### config.mk
export PLATFORM = sky130hd
export DESIGN_NAME = sorted_list_pool_engine_flat
export DESIGN_NICKNAME = d
export VERILOG_FILES = /design/src/design/slpe_pkg.sv /design/src/design/slpe_req_if.sv /design/src/design/slpe_rsp_if.sv /design/src/design/slpe_ram.sv /design/src/design/sorted_list_pool_engine.sv /design/src/flat_wrapper.sv
export SDC_FILE = /design/constraint.sdc
export NUM_CORES = 2
export LEC_CHECK = 0
export BUFFER_PORTS_ARGS = -buffer_cell sky130_fd_sc_hd__buf_2
export CAP_MARGIN = 20
export CORE_UTILIZATION = 38
export DETAILED_ROUTE_END_ITERATION = 10
export PLACE_DENSITY_LB_ADDON = 0.25
export SLEW_MARGIN = 20
export SYNTH_ARGS = -nofsm -noshare
export SYNTH_HDL_FRONTEND = slang
export SYNTH_SLANG_ARGS = --single-unit
### constraint.sdc
create_clock -name clk -period 9.06 [get_ports clk]
set_input_delay 1.359 -clock clk [delete_from_list [all_inputs] [get_ports clk]]
set_output_delay 1.359 -clock clk [all_outputs]
set_load 0.05 [all_outputs]
### src/design/slpe_pkg.sv
package slpe_pkg;

    // Field widths of the request and response transactions
    localparam int ACTION_W = 2;
    localparam int KEY_W    = 64;
    localparam int STATUS_W = 2;
    localparam int SLOT_W   = 4;

    // Default sizing
    localparam int POOL_SLOTS_DEF = 16;
    localparam int KEY_BITS_DEF   = 64;

    // Request actions; the unused code behaves as a lookup
    typedef enum logic [ACTION_W-1:0] {
        ACT_INSERT = 2'd0,
        ACT_DELETE = 2'd1,
        ACT_LOOKUP = 2'd2,
        ACT_SPARE  = 2'd3
    } action_t;

    // Response status codes
    typedef enum logic [STATUS_W-1:0] {
        ST_OK     = 2'd0,
        ST_FULL   = 2'd1,
        ST_EMPTY  = 2'd2,
        ST_ABSENT = 2'd3
    } status_t;

endpackage

### src/design/slpe_req_if.sv
interface slpe_req_if;
    logic                          valid;
    logic                          ready;
    logic [slpe_pkg::ACTION_W-1:0] action;
    logic                          list_select;
    logic [slpe_pkg::KEY_W-1:0]    key;

    modport source (output valid, output action, output list_select, output key, input ready);
    modport sink (input valid, input action, input list_select, input key, output ready);
endinterface

### src/design/slpe_rsp_if.sv
interface slpe_rsp_if;
    logic                          valid;
    logic                          ready;
    logic [slpe_pkg::STATUS_W-1:0] status;
    logic [slpe_pkg::SLOT_W-1:0]   slot;

    modport source (output valid, output status, output slot, input ready);
    modport sink (input valid, input status, input slot, output ready);
endinterface

### src/design/slpe_ram.sv
module slpe_ram #(
    parameter int WIDTH = 8,
    parameter int DEPTH = 16
) (
    input  logic                     clk,
    input  logic                     we,
    input  logic [$clog2(DEPTH)-1:0] waddr,
    input  logic [WIDTH-1:0]         wdata,
    input  logic [$clog2(DEPTH)-1:0] raddr,
    output logic [WIDTH-1:0]         rdata
);

    logic [WIDTH-1:0] mem [DEPTH];

    // Write one entry, read one entry with registered data
    always_ff @(posedge clk)
    begin
        if (we)
        begin
            mem[waddr] <= wdata;
        end
        rdata <= mem[raddr];
    end

endmodule

### src/design/sorted_list_pool_engine.sv
// Sorted list pool engine: two ascending sorted singly linked lists (A and B)
// share one pool of POOL_SLOTS node slots; unused slots sit on a free list.
// Request channel (req): action (insert, delete, lookup), list_select, key.
// Only the low KEY_BITS bits of the key count, compared as unsigned values.
// Response channel (rsp): one transaction per request with status and slot.
// Insert links the key ahead of the first key not smaller; delete unlinks
// the first equal key; lookup returns the slot of the first equal key.
// Each compared node is read from the link and key memories (S_READ), then
// compared (S_CMP); a walk off the list end stops in S_READ. Insert relinks
// in S_INS_RD, S_INS_WR1 and S_INS_WR2, delete in S_DEL_WR1 and S_DEL_WR2.
// S_IDLE captures requests, S_DONE loads responses. A request that fails at
// once (pool full, list empty) goes from S_IDLE to S_DONE. The walk through
// the link memory sets the rate; one request is in flight at a time.
// After reset the engine runs a link setup pass that chains every slot onto
// the free list; req.ready stays low during it.
// The response sits in an output register: a new request is accepted while
// it waits, and a finished request holds in its final state while rsp is
// stalled.
module sorted_list_pool_engine #(
    parameter int POOL_SLOTS = slpe_pkg::POOL_SLOTS_DEF,
    parameter int KEY_BITS   = slpe_pkg::KEY_BITS_DEF
) (
    input  logic        clk,
    input  logic        rst_n,
    slpe_req_if.sink    req,
    slpe_rsp_if.source  rsp
);

    localparam int IDX_W = $clog2(POOL_SLOTS);
    localparam int PTR_W = $clog2(POOL_SLOTS + 1);
    localparam logic [PTR_W-1:0] NIL = PTR_W'(POOL_SLOTS);

    typedef enum logic [3:0] {
        S_INIT,
        S_IDLE,
        S_READ,
        S_CMP,
        S_INS_RD,
        S_INS_WR1,
        S_INS_WR2,
        S_DEL_WR1,
        S_DEL_WR2,
        S_DONE
    } state_t;

    state_t                        state_reg, state_next;
    logic [IDX_W-1:0]              init_idx_reg, init_idx_next;
    logic [PTR_W-1:0]              heads_reg [2];
    logic [PTR_W-1:0]              heads_next [2];
    logic [PTR_W-1:0]              free_head_reg, free_head_next;
    logic [PTR_W-1:0]              cur_reg, cur_next;
    logic [PTR_W-1:0]              prev_reg, prev_next;
    logic [PTR_W-1:0]              after_reg, after_next;
    logic [PTR_W-1:0]              fresh_reg, fresh_next;
    logic [PTR_W-1:0]              steps_reg, steps_next;
    logic [PTR_W-1:0]              res_slot_reg, res_slot_next;
    slpe_pkg::status_t             res_status_reg, res_status_next;
    slpe_pkg::action_t             action_reg, action_next;
    logic                          sel_reg, sel_next;
    logic [KEY_BITS-1:0]           key_reg, key_next;
    logic                          rsp_valid_reg, rsp_valid_next;
    slpe_pkg::status_t             rsp_status_reg, rsp_status_next;
    logic [slpe_pkg::SLOT_W-1:0]   rsp_slot_reg, rsp_slot_next;

    // Memory ports
    logic                link_we;
    logic [IDX_W-1:0]    link_waddr;
    logic [PTR_W-1:0]    link_wdata;
    logic [PTR_W-1:0]    link_rdata;
    logic                key_we;
    logic [KEY_BITS-1:0] key_rdata;
    logic [IDX_W-1:0]    raddr;
    logic [PTR_W-1:0]    link_clamped;
    logic [PTR_W+slpe_pkg::SLOT_W-1:0] slot_ext;

    slpe_ram #(
        .WIDTH (PTR_W),
        .DEPTH (POOL_SLOTS)
    ) u_link_ram (
        .clk   (clk),
        .we    (link_we),
        .waddr (link_waddr),
        .wdata (link_wdata),
        .raddr (raddr),
        .rdata (link_rdata)
    );

    slpe_ram #(
        .WIDTH (KEY_BITS),
        .DEPTH (POOL_SLOTS)
    ) u_key_ram (
        .clk   (clk),
        .we    (key_we),
        .waddr (fresh_reg[IDX_W-1:0]),
        .wdata (key_reg),
        .raddr (raddr),
        .rdata (key_rdata)
    );

    // Treat any link outside the pool as null
    assign link_clamped = (link_rdata >= NIL) ? NIL : link_rdata;

    // Read the node being walked, or the free head during insert
    assign raddr = (state_reg == S_INS_RD) ? fresh_reg[IDX_W-1:0] : cur_reg[IDX_W-1:0];

    // Keep the low slot bits of the result slot
    assign slot_ext = {{slpe_pkg::SLOT_W{1'b0}}, res_slot_reg};

    assign req.ready  = (state_reg == S_IDLE);
    assign rsp.valid  = rsp_valid_reg;
    assign rsp.status = rsp_status_reg;
    assign rsp.slot   = rsp_slot_reg;

    // Memory write selection
    always_comb
    begin
        link_we    = 1'b0;
        link_waddr = cur_reg[IDX_W-1:0];
        link_wdata = NIL;
        key_we     = 1'b0;
        unique case (state_reg)
            S_INIT:
            begin
                link_we    = 1'b1;
                link_waddr = init_idx_reg;
                link_wdata = PTR_W'(init_idx_reg) + PTR_W'(1);
            end
            S_INS_WR1:
            begin
                link_we    = 1'b1;
                link_waddr = fresh_reg[IDX_W-1:0];
                link_wdata = cur_reg;
                key_we     = 1'b1;
            end
            S_INS_WR2:
            begin
                link_we    = (prev_reg != NIL);
                link_waddr = prev_reg[IDX_W-1:0];
                link_wdata = fresh_reg;
            end
            S_DEL_WR1:
            begin
                link_we    = (prev_reg != NIL);
                link_waddr = prev_reg[IDX_W-1:0];
                link_wdata = after_reg;
            end
            S_DEL_WR2:
            begin
                link_we    = 1'b1;
                link_waddr = cur_reg[IDX_W-1:0];
                link_wdata = free_head_reg;
            end
            default:
            begin
                link_we = 1'b0;
            end
        endcase
    end

    // Next state and register values
    always_comb
    begin
        state_next      = state_reg;
        init_idx_next   = init_idx_reg;
        heads_next      = heads_reg;
        free_head_next  = free_head_reg;
        cur_next        = cur_reg;
        prev_next       = prev_reg;
        after_next      = after_reg;
        fresh_next      = fresh_reg;
        steps_next      = steps_reg;
        res_slot_next   = res_slot_reg;
        res_status_next = res_status_reg;
        action_next     = action_reg;
        sel_next        = sel_reg;
        key_next        = key_reg;
        rsp_valid_next  = rsp_valid_reg;
        rsp_status_next = rsp_status_reg;
        rsp_slot_next   = rsp_slot_reg;

        // Drop the response once it is taken
        if (rsp_valid_reg && rsp.ready)
        begin
            rsp_valid_next = 1'b0;
        end

        unique case (state_reg)
            S_INIT:
            begin
                init_idx_next = init_idx_reg + IDX_W'(1);
                if (init_idx_reg == IDX_W'(POOL_SLOTS - 1))
                begin
                    state_next = S_IDLE;
                end
            end
            S_IDLE:
            begin
                if (req.valid)
                begin
                    action_next = slpe_pkg::action_t'(req.action);
                    sel_next    = req.list_select;
                    key_next    = req.key[KEY_BITS-1:0];
                    cur_next    = heads_reg[req.list_select];
                    prev_next   = NIL;
                    steps_next  = '0;
                    fresh_next  = free_head_reg;
                    if (slpe_pkg::action_t'(req.action) == slpe_pkg::ACT_INSERT)
                    begin
                        if (free_head_reg == NIL)
                        begin
                            res_status_next = slpe_pkg::ST_FULL;
                            state_next      = S_DONE;
                        end
                        else
                        begin
                            state_next = S_READ;
                        end
                    end
                    else if (heads_reg[req.list_select] == NIL)
                    begin
                        res_status_next = slpe_pkg::ST_EMPTY;
                        state_next      = S_DONE;
                    end
                    else
                    begin
                        state_next = S_READ;
                    end
                end
            end
            S_READ:
            begin
                // Stop at the list end or at the walk bound; else issue the read
                if (cur_reg == NIL || steps_reg == NIL)
                begin
                    if (action_reg == slpe_pkg::ACT_INSERT)
                    begin
                        cur_next   = NIL;
                        state_next = S_INS_RD;
                    end
                    else
                    begin
                        res_status_next = slpe_pkg::ST_ABSENT;
                        state_next      = S_DONE;
                    end
                end
                else
                begin
                    state_next = S_CMP;
                end
            end
            S_CMP:
            begin
                if (action_reg == slpe_pkg::ACT_INSERT)
                begin
                    if (key_rdata < key_reg)
                    begin
                        prev_next  = cur_reg;
                        cur_next   = link_clamped;
                        steps_next = steps_reg + PTR_W'(1);
                        state_next = S_READ;
                    end
                    else
                    begin
                        state_next = S_INS_RD;
                    end
                end
                else if (key_rdata != key_reg)
                begin
                    prev_next  = cur_reg;
                    cur_next   = link_clamped;
                    steps_next = steps_reg + PTR_W'(1);
                    state_next = S_READ;
                end
                else if (action_reg == slpe_pkg::ACT_DELETE)
                begin
                    after_next = link_clamped;
                    state_next = S_DEL_WR1;
                end
                else
                begin
                    res_status_next = slpe_pkg::ST_OK;
                    res_slot_next   = cur_reg;
                    state_next      = S_DONE;
                end
            end
            S_INS_RD:
            begin
                state_next = S_INS_WR1;
            end
            S_INS_WR1:
            begin
                // Pop the free list; key and forward link are written now
                free_head_next = link_clamped;
                state_next     = S_INS_WR2;
            end
            S_INS_WR2:
            begin
                if (prev_reg == NIL)
                begin
                    heads_next[sel_reg] = fresh_reg;
                end
                res_status_next = slpe_pkg::ST_OK;
                res_slot_next   = fresh_reg;
                state_next      = S_DONE;
            end
            S_DEL_WR1:
            begin
                if (prev_reg == NIL)
                begin
                    heads_next[sel_reg] = after_reg;
                end
                state_next = S_DEL_WR2;
            end
            S_DEL_WR2:
            begin
                // Push the freed slot onto the free list
                free_head_next  = cur_reg;
                res_status_next = slpe_pkg::ST_OK;
                res_slot_next   = cur_reg;
                state_next      = S_DONE;
            end
            S_DONE:
            begin
                // Hold until the output register is free
                if (!rsp_valid_reg || rsp.ready)
                begin
                    rsp_valid_next  = 1'b1;
                    rsp_status_next = res_status_reg;
                    rsp_slot_next   = (res_status_reg == slpe_pkg::ST_OK) ?
                                      slot_ext[slpe_pkg::SLOT_W-1:0] : '0;
                    state_next      = S_IDLE;
                end
            end
            default:
            begin
                state_next = S_IDLE;
            end
        endcase
    end

    // State and registered outputs
    always_ff @(posedge clk or negedge rst_n)
    begin
        if (!rst_n)
        begin
            state_reg      <= S_INIT;
            init_idx_reg   <= '0;
            heads_reg[0]   <= NIL;
            heads_reg[1]   <= NIL;
            free_head_reg  <= '0;
            cur_reg        <= NIL;
            prev_reg       <= NIL;
            after_reg      <= NIL;
            fresh_reg      <= '0;
            steps_reg      <= '0;
            res_slot_reg   <= '0;
            res_status_reg <= slpe_pkg::ST_OK;
            action_reg     <= slpe_pkg::ACT_INSERT;
            sel_reg        <= 1'b0;
            key_reg        <= '0;
            rsp_valid_reg  <= 1'b0;
            rsp_status_reg <= slpe_pkg::ST_OK;
            rsp_slot_reg   <= '0;
        end
        else
        begin
            state_reg      <= state_next;
            init_idx_reg   <= init_idx_next;
            heads_reg      <= heads_next;
            free_head_reg  <= free_head_next;
            cur_reg        <= cur_next;
            prev_reg       <= prev_next;
            after_reg      <= after_next;
            fresh_reg      <= fresh_next;
            steps_reg      <= steps_next;
            res_slot_reg   <= res_slot_next;
            res_status_reg <= res_status_next;
            action_reg     <= action_next;
            sel_reg        <= sel_next;
            key_reg        <= key_next;
            rsp_valid_reg  <= rsp_valid_next;
            rsp_status_reg <= rsp_status_next;
            rsp_slot_reg   <= rsp_slot_next;
        end
    end

endmodule
### src/flat_wrapper.sv
// flat-port wrapper written by rule: the top's interface ports become plain ports
module sorted_list_pool_engine_flat 
#(
    parameter int POOL_SLOTS = slpe_pkg::POOL_SLOTS_DEF,
    parameter int KEY_BITS   = slpe_pkg::KEY_BITS_DEF
)
  (clk, rst_n, req_valid, req_action, req_list_select, req_key, req_ready, rsp_valid, rsp_status, rsp_slot, rsp_ready);
  slpe_req_if req_i ();
  slpe_rsp_if rsp_i ();
  input  logic clk;
  input  logic rst_n;
  input wire logic [$bits(req_i.valid)-1:0] req_valid;
  input wire logic [$bits(req_i.action)-1:0] req_action;
  input wire logic [$bits(req_i.list_select)-1:0] req_list_select;
  input wire logic [$bits(req_i.key)-1:0] req_key;
  output wire logic [$bits(req_i.ready)-1:0] req_ready;
  output wire logic [$bits(rsp_i.valid)-1:0] rsp_valid;
  output wire logic [$bits(rsp_i.status)-1:0] rsp_status;
  output wire logic [$bits(rsp_i.slot)-1:0] rsp_slot;
  input wire logic [$bits(rsp_i.ready)-1:0] rsp_ready;
  assign req_i.valid = req_valid;
  assign req_i.action = req_action;
  assign req_i.list_select = req_list_select;
  assign req_i.key = req_key;
  assign req_ready = req_i.ready;
  assign rsp_valid = rsp_i.valid;
  assign rsp_status = rsp_i.status;
  assign rsp_slot = rsp_i.slot;
  assign rsp_i.ready = rsp_ready;
  sorted_list_pool_engine #(.POOL_SLOTS(POOL_SLOTS), .KEY_BITS(KEY_BITS)) u_core (.clk(clk), .rst_n(rst_n), .req(req_i), .rsp(rsp_i));
endmodule
Word level (Yosys, flattened, before mapping)
Memories as Yosys holds them, arrays and structs flattened. A register that Yosys moved wholly into a read port is not among the register bits.
Index checks and enable logic that the tools add are counted.

word-level totals
  register bits after elaboration = 128
  logic and storage cells = 161
  input port bits = 71
  memory bits (writable) = 1,104
  memories = 2

memories
  memory                 words  width  rd ports  clocked after Yosys merged registers in  write ports  RTL line        text
  u_core.u_key_ram.mem   16     64     1         1                                        1            slpe_ram.sv:13  logic [WIDTH-1:0] mem [DEPTH];
  u_core.u_link_ram.mem  16     5      1         1                                        1            slpe_ram.sv:13

operators by class
  muxes and demuxes = 69
  bitwise logic cells = 4
  $lt $le $gt $ge = 5
  add/subtract/negate cells = 3
  reductions and logical operators = 27
  equal/unequal tests = 33

operator list
  cell                                                              number
  5-bit 2-to-1 mux                                                  19
  64-bit < comparator                                               1
  4-bit 2-to-1 mux                                                  16
  64-bit != test                                                    1
  4-bit case mux with 9 select lines                                1
  5-bit case mux with 2 select lines                                3
  5-bit == test (second input constant)                             5
  5-bit case mux with 5 select lines                                1
  4-bit case mux with 3 select lines                                2
  10-bit bitwise mux                                                2
  10-bit 2-to-1 mux                                                 2
  10-bit case mux with 2 select lines                               1
  2-bit 2-to-1 mux                                                  9
  4-bit by 3-bit == test with 1-bit output (second input constant)  4
  5-bit case mux with 3 select lines                                1
  4-bit == test (second input constant)                             3
  2-bit by 1-bit != test with 1-bit output (second input constant)  6
  4-bit AND reduction                                               3
  2-bit != test (second input constant)                             5
  9-bit AND reduction                                               1
  4-bit by 2-bit == test with 1-bit output (second input constant)  2
  1-bit 2-to-1 mux                                                  8
  2-bit case mux with 4 select lines                                1
  2-bit logical NOT                                                 3
  other kinds (28)                                                  41

Logic depth before layout (Yosys ltp)
  word-level depth = 9
  mapped depth = 11
  mapped depth without buffers = 10

Modules after synthesis
From an unflattened synthesis, not the netlist that was laid out.

unflattened totals
  cell total of the unflattened synthesis = 2,548
  area, all modules = 50,492.2 um^2

modules (own cells, without submodules)
  module                         sequential area each (um^2)  cells each  area each (um^2)  instances
  slpe_ram at u_core.u_key_ram   32,030.7                     1,647       39,581.7          1
  sorted_list_pool_engine        3,209.3                      746         7,697.4           1
  slpe_ram at u_core.u_link_ram  2,502.4                      155         3,213.1           1

Worst setup path before layout
OpenSTA, ideal clock, no wires.

  path kind = register -> register
  start = register u_core.state_reg[2]
  end = memory u_core.u_key_ram.mem[0][0] in the netlist's numbering, enable pin
  arrival time = 5,954 ps
  cell stages (with the launch flop) = 6
  path slack = 2,541 ps
  library setup time = 565 ps
  path through = dfrtp_1 clkbuf_1 clkbuf_1 nand4_1 or3_1 nor3_1

between the ends
  longest elaborated chain between the ends = 4

ends and longest elaborated chain
  what                                      RTL line                        text
  from (decl)                               sorted_list_pool_engine.sv:46   state_t state_reg, state_next;
  from (signal assigned)                    sorted_list_pool_engine.sv:367  state_reg <= state_next;
  4-bit by 3-bit == test with 1-bit output  sorted_list_pool_engine.sv:121  unique case (state_reg)
  1-bit 2-to-1 mux                          sorted_list_pool_engine.sv:121
  1-bit 2-to-1 mux                          slpe_ram.sv:18                  if (we)
  1-bit 2-to-1 mux (not written as such)    slpe_ram.sv:20                  mem[waddr] <= wdata;
  to (decl)                                 slpe_ram.sv:13

Every way passes these cells.

Final worst setup path
  start = register u_core.state_reg[0]
  end = register u_core.u_key_ram.rdata[45] (read register of u_core.u_key_ram.mem)

between the ends
  longest elaborated chain between the ends = 2

ends and longest elaborated chain
  what                                      RTL line                        text
  4-bit by 3-bit == test with 1-bit output  sorted_list_pool_engine.sv:104  assign raddr = (state_reg == S_INS_RD) ? fresh_reg[IDX_W-1:0] : cur_reg[IDX_W-1:0];
  4-bit 2-to-1 mux                          sorted_list_pool_engine.sv:104
  to (decl)                                 slpe_ram.sv:10                  output logic [WIDTH-1:0] rdata

Every way passes these cells.
A chain may end at the register's enable or synchronous reset.

==> impl_metrics.yaml <==
finish:
  syn2layout_area_growth_pct: 14.17
  largest_reg_flops: 1024
  regMostFlops: "u_core.u_key_ram.mem"
  fin_nets: 3054
  drive_gt1_share_pct: 22.09
  stdcell_count: 4784
  num_antenna_cells: 0
  largestRegisters: "u_core.u_key_ram.mem (1024), u_core.u_link_ram.mem (80)"
  final_core_util_pct: 43.95
place:
  place_inst: 4535
  place_congestion: 0.8548
  port_buffers: 78
  dp_hpwl_um: 62520
clock_network:
  clock-sinks: 1301
  htree_levels: 4
  cts-resized-gates: 0
  numCtsBuffers: 134
  ctsLongestPathBuffers: 3
  cts_setup_buffers: 0
  root_buffer: "clkbuf_16"
  worst_setup_hold_path_clk_slew_ns: 0.06
  worstSkewPairLatency_ns: 0.76
  ctsHoldBuffers: 0
  tritoncts: "done"
yosys:
  ys_top_cells_by_count: "1104 x edfxtp_1, 276 x mux4_2, 276 x nand2_1"
  ys_warn_count: 0
  synthArstFlopShare_pct: 9.839
  synth_top_cell_area_share_pct: 65.18
  synth.most_common_cell: "edfxtp_1"
  syn-instance-count: 2789
  synth.ff_latch_count: 1301
  postSynthNetCount: 2927
  ys_seq_area_share_pct: 74.21
  synth-main-ff-cell: "edfxtp_1"
  syn_avg_cell_area_um2: 18.24
  synthTopCellsByArea: "edfxtp_1 65%, mux4_2 12%, dfrtp_1 6.1%"
  synth.lib_cells_used.distinct: 61
  netlist_area_um2: 50860
  synth_top_area_cell: "edfxtp_1"
  synth_edf_count: 1104
setup_path:
  cp.depth: 9
  critPathRequiredTime_ns: 9.65
  path_max_fanout: 107
  rr_worst_depth: 9
  cp_slowest_cell: "buf_12"
  cp_top_family: "buffers and inverters"
  startpoint_type: "register"
  worstPathCellList: "or2_1, nor2_8, mux2i_4, buf_4, buf_12, mux4_2, and2_1, a211oi_1, a31oi_1"
  worst_setup_path_end_kind: "register"
  cp_num_buf_inv: 2
  crit_type: "register to register"
  cpPeakStageDelay_ns: 0.70
  arrival_ns: 5.38
drt:
  via_per_inst: 5.459
  wl_per_cell_um: 25.43
  routed_wl_um: 121700
  vias: 26114
  post-route-drc-count: 0
  postRouteAntennaNets: 0
  first_pass_iters: 8
  drt_iter0_drc: 2353
floorplanning:
  io_pins: 79
  start_util_pct: 38.49
  num_rows: 133
  dieArea_um2: 135300
  die_h_um: 367.9
  die_w_um: 367.9
  core_um2: 132100
global_routing:
  grt_pass1_vias: 27514
  overflow: 0
  antenna_found_initial: 2
  track_usage_pct: 18.12
  grt_max_degree: 139
  grt_pass1_wl_um: 180900
timing:
  slew_headroom_pct: 25.56
  setup_violations: 0
  drv_slew: 0
  hold_viol: 0
  post-route-min-period_ns: 4.790
  max_freq_mhz: 208.8
  grt_setup_unrepaired: "false"
  clock_skew_ns: 0.01541
  tns_ns: 0
  worst_pin_slew_ns: 1.117
  fin_crit_sh_pct: 52.87
outcome:
  status: "finished clean"
pwr:
  vdd_ir_drop_max_mv: 0.2153
  cellPowerDensity_nw_per_um2: 312.8
  power_leakage_nw: 19.80
run:
  drv_cap: 0
hold_path:
  min_path_cells: 2
  hold_path.class: "register to register"
## layer usage
| layer | share of wire (%) | track usage, % | wire length (um) | vias to the layer above |
|---|---|---|---|---|
| li1 | - | - | - | 11322 |
| met1 | 42 | 23.59 | 50870 | 13784 |
| met2 | 51 | 31.40 | 61880 | 837 |
| met3 | 5.4 | 3.088 | 6612 | 171 |
| met4 | 1.9 | 4.564 | 2312 | 0 |
| met5 | 0 | 0 | 0 | - |
## worst register-to-register path: stages (launching register included)
cell and delay, ns:
dfrtp_1 0.64, or2_1 0.48, nor2_8 0.28, mux2i_4 0.65, buf_4 0.59, buf_12 0.74, mux4_2 0.74, and2_1 0.18
a211oi_1 0.25, a31oi_1 0.07
## cell families (layout without fill, tap and decap cells)
family          Yosys count  count (layout)  synth area share (%)
xor+xnor                  6               6                0.1033
buf+inv                 224             464                 1.904
fa+ha+maj                67              67                 1.648
simple gates            527             527                 4.723
flops                  1301            1301                 74.21
mux                     324             324                 13.22
compound gates          340             340                 4.192
## final timing paths
| kind | endpoint | from | slack (ns) |
|---|---|---|---|
| worst min register to register | u_core.rsp.slot[0] | u_core.rsp.slot[0] | 0.49 |
| min in group asynchronous | u_core.key_reg[0] | rst_n | 0.71 |
| worst max register to register | u_core.u_key_ram.rdata[45] | u_core.state_reg[0] | 4.27 |
| worst max-delay path | u_core.u_key_ram.rdata[45] | u_core.state_reg[0] | 4.27 |
| max in group asynchronous | u_core.heads_reg[1] | rst_n | 6.84 |
| worst min-delay path | u_core.rsp.slot[0] | u_core.rsp.slot[0] | 0.49 |
## power breakdown
group | internal, mW | switching, mW
registers | 7.75 | 0.844
logic | 1.60 | 2.28
clock network | 3.37 | 2.33
## final cells by class
type	instances	area [um^2]
flip-flops and latches	1301	37740
clock buffers	179	3705
well taps	1755	2196
multi-input cells	1264	12320
inverters	81	304.0
fillers	11395	74060
repair buffers	134	912.1
clock inverters	70	888.4
## cells in the final DEF, fill, tap and decap left out, types with 16 or more instances in the layout
cell,instances
buf_2,77
mux2_2,19
clkinv_1,18
ha_1,67
dfrtp_1,123
nand4_1,19
nand3_1,18
a211oi_1,70
mux4_2,276
and2_1,69
bufinv_16,16
edfxtp_1,1104
a31oi_1,77
buf_4,49
o21ai_0,97
clkinv_2,16
inv_1,81
nand2_1,276
clkbuf_1,29
dfxtp_1,69
nor2_1,69
mux2i_1,24
clkbuf_16,136
a21oi_1,46
## per-stage QoR
| stage | area (um^2) | power, mW | setup WS (ns) | hold WS, ns |
|---|---|---|---|---|
| finish | 58070 | 18.16 | 4.270 | 0.4891 |
| global route | 58070 | 18.99 | 3.819 | 0.5123 |
| CTS | 58070 | 18.33 | 4.192 | 0.4987 |
| detailed placement | 53470 | 12.60 | 4.237 | 0.4847 |
| global placement | 53430 | 12.45 | 4.304 | 0.4618 |
| floorplan | 50860 | 11.20 | 2.542 | 0.4575 |
(Power assumes the default switching activity.)
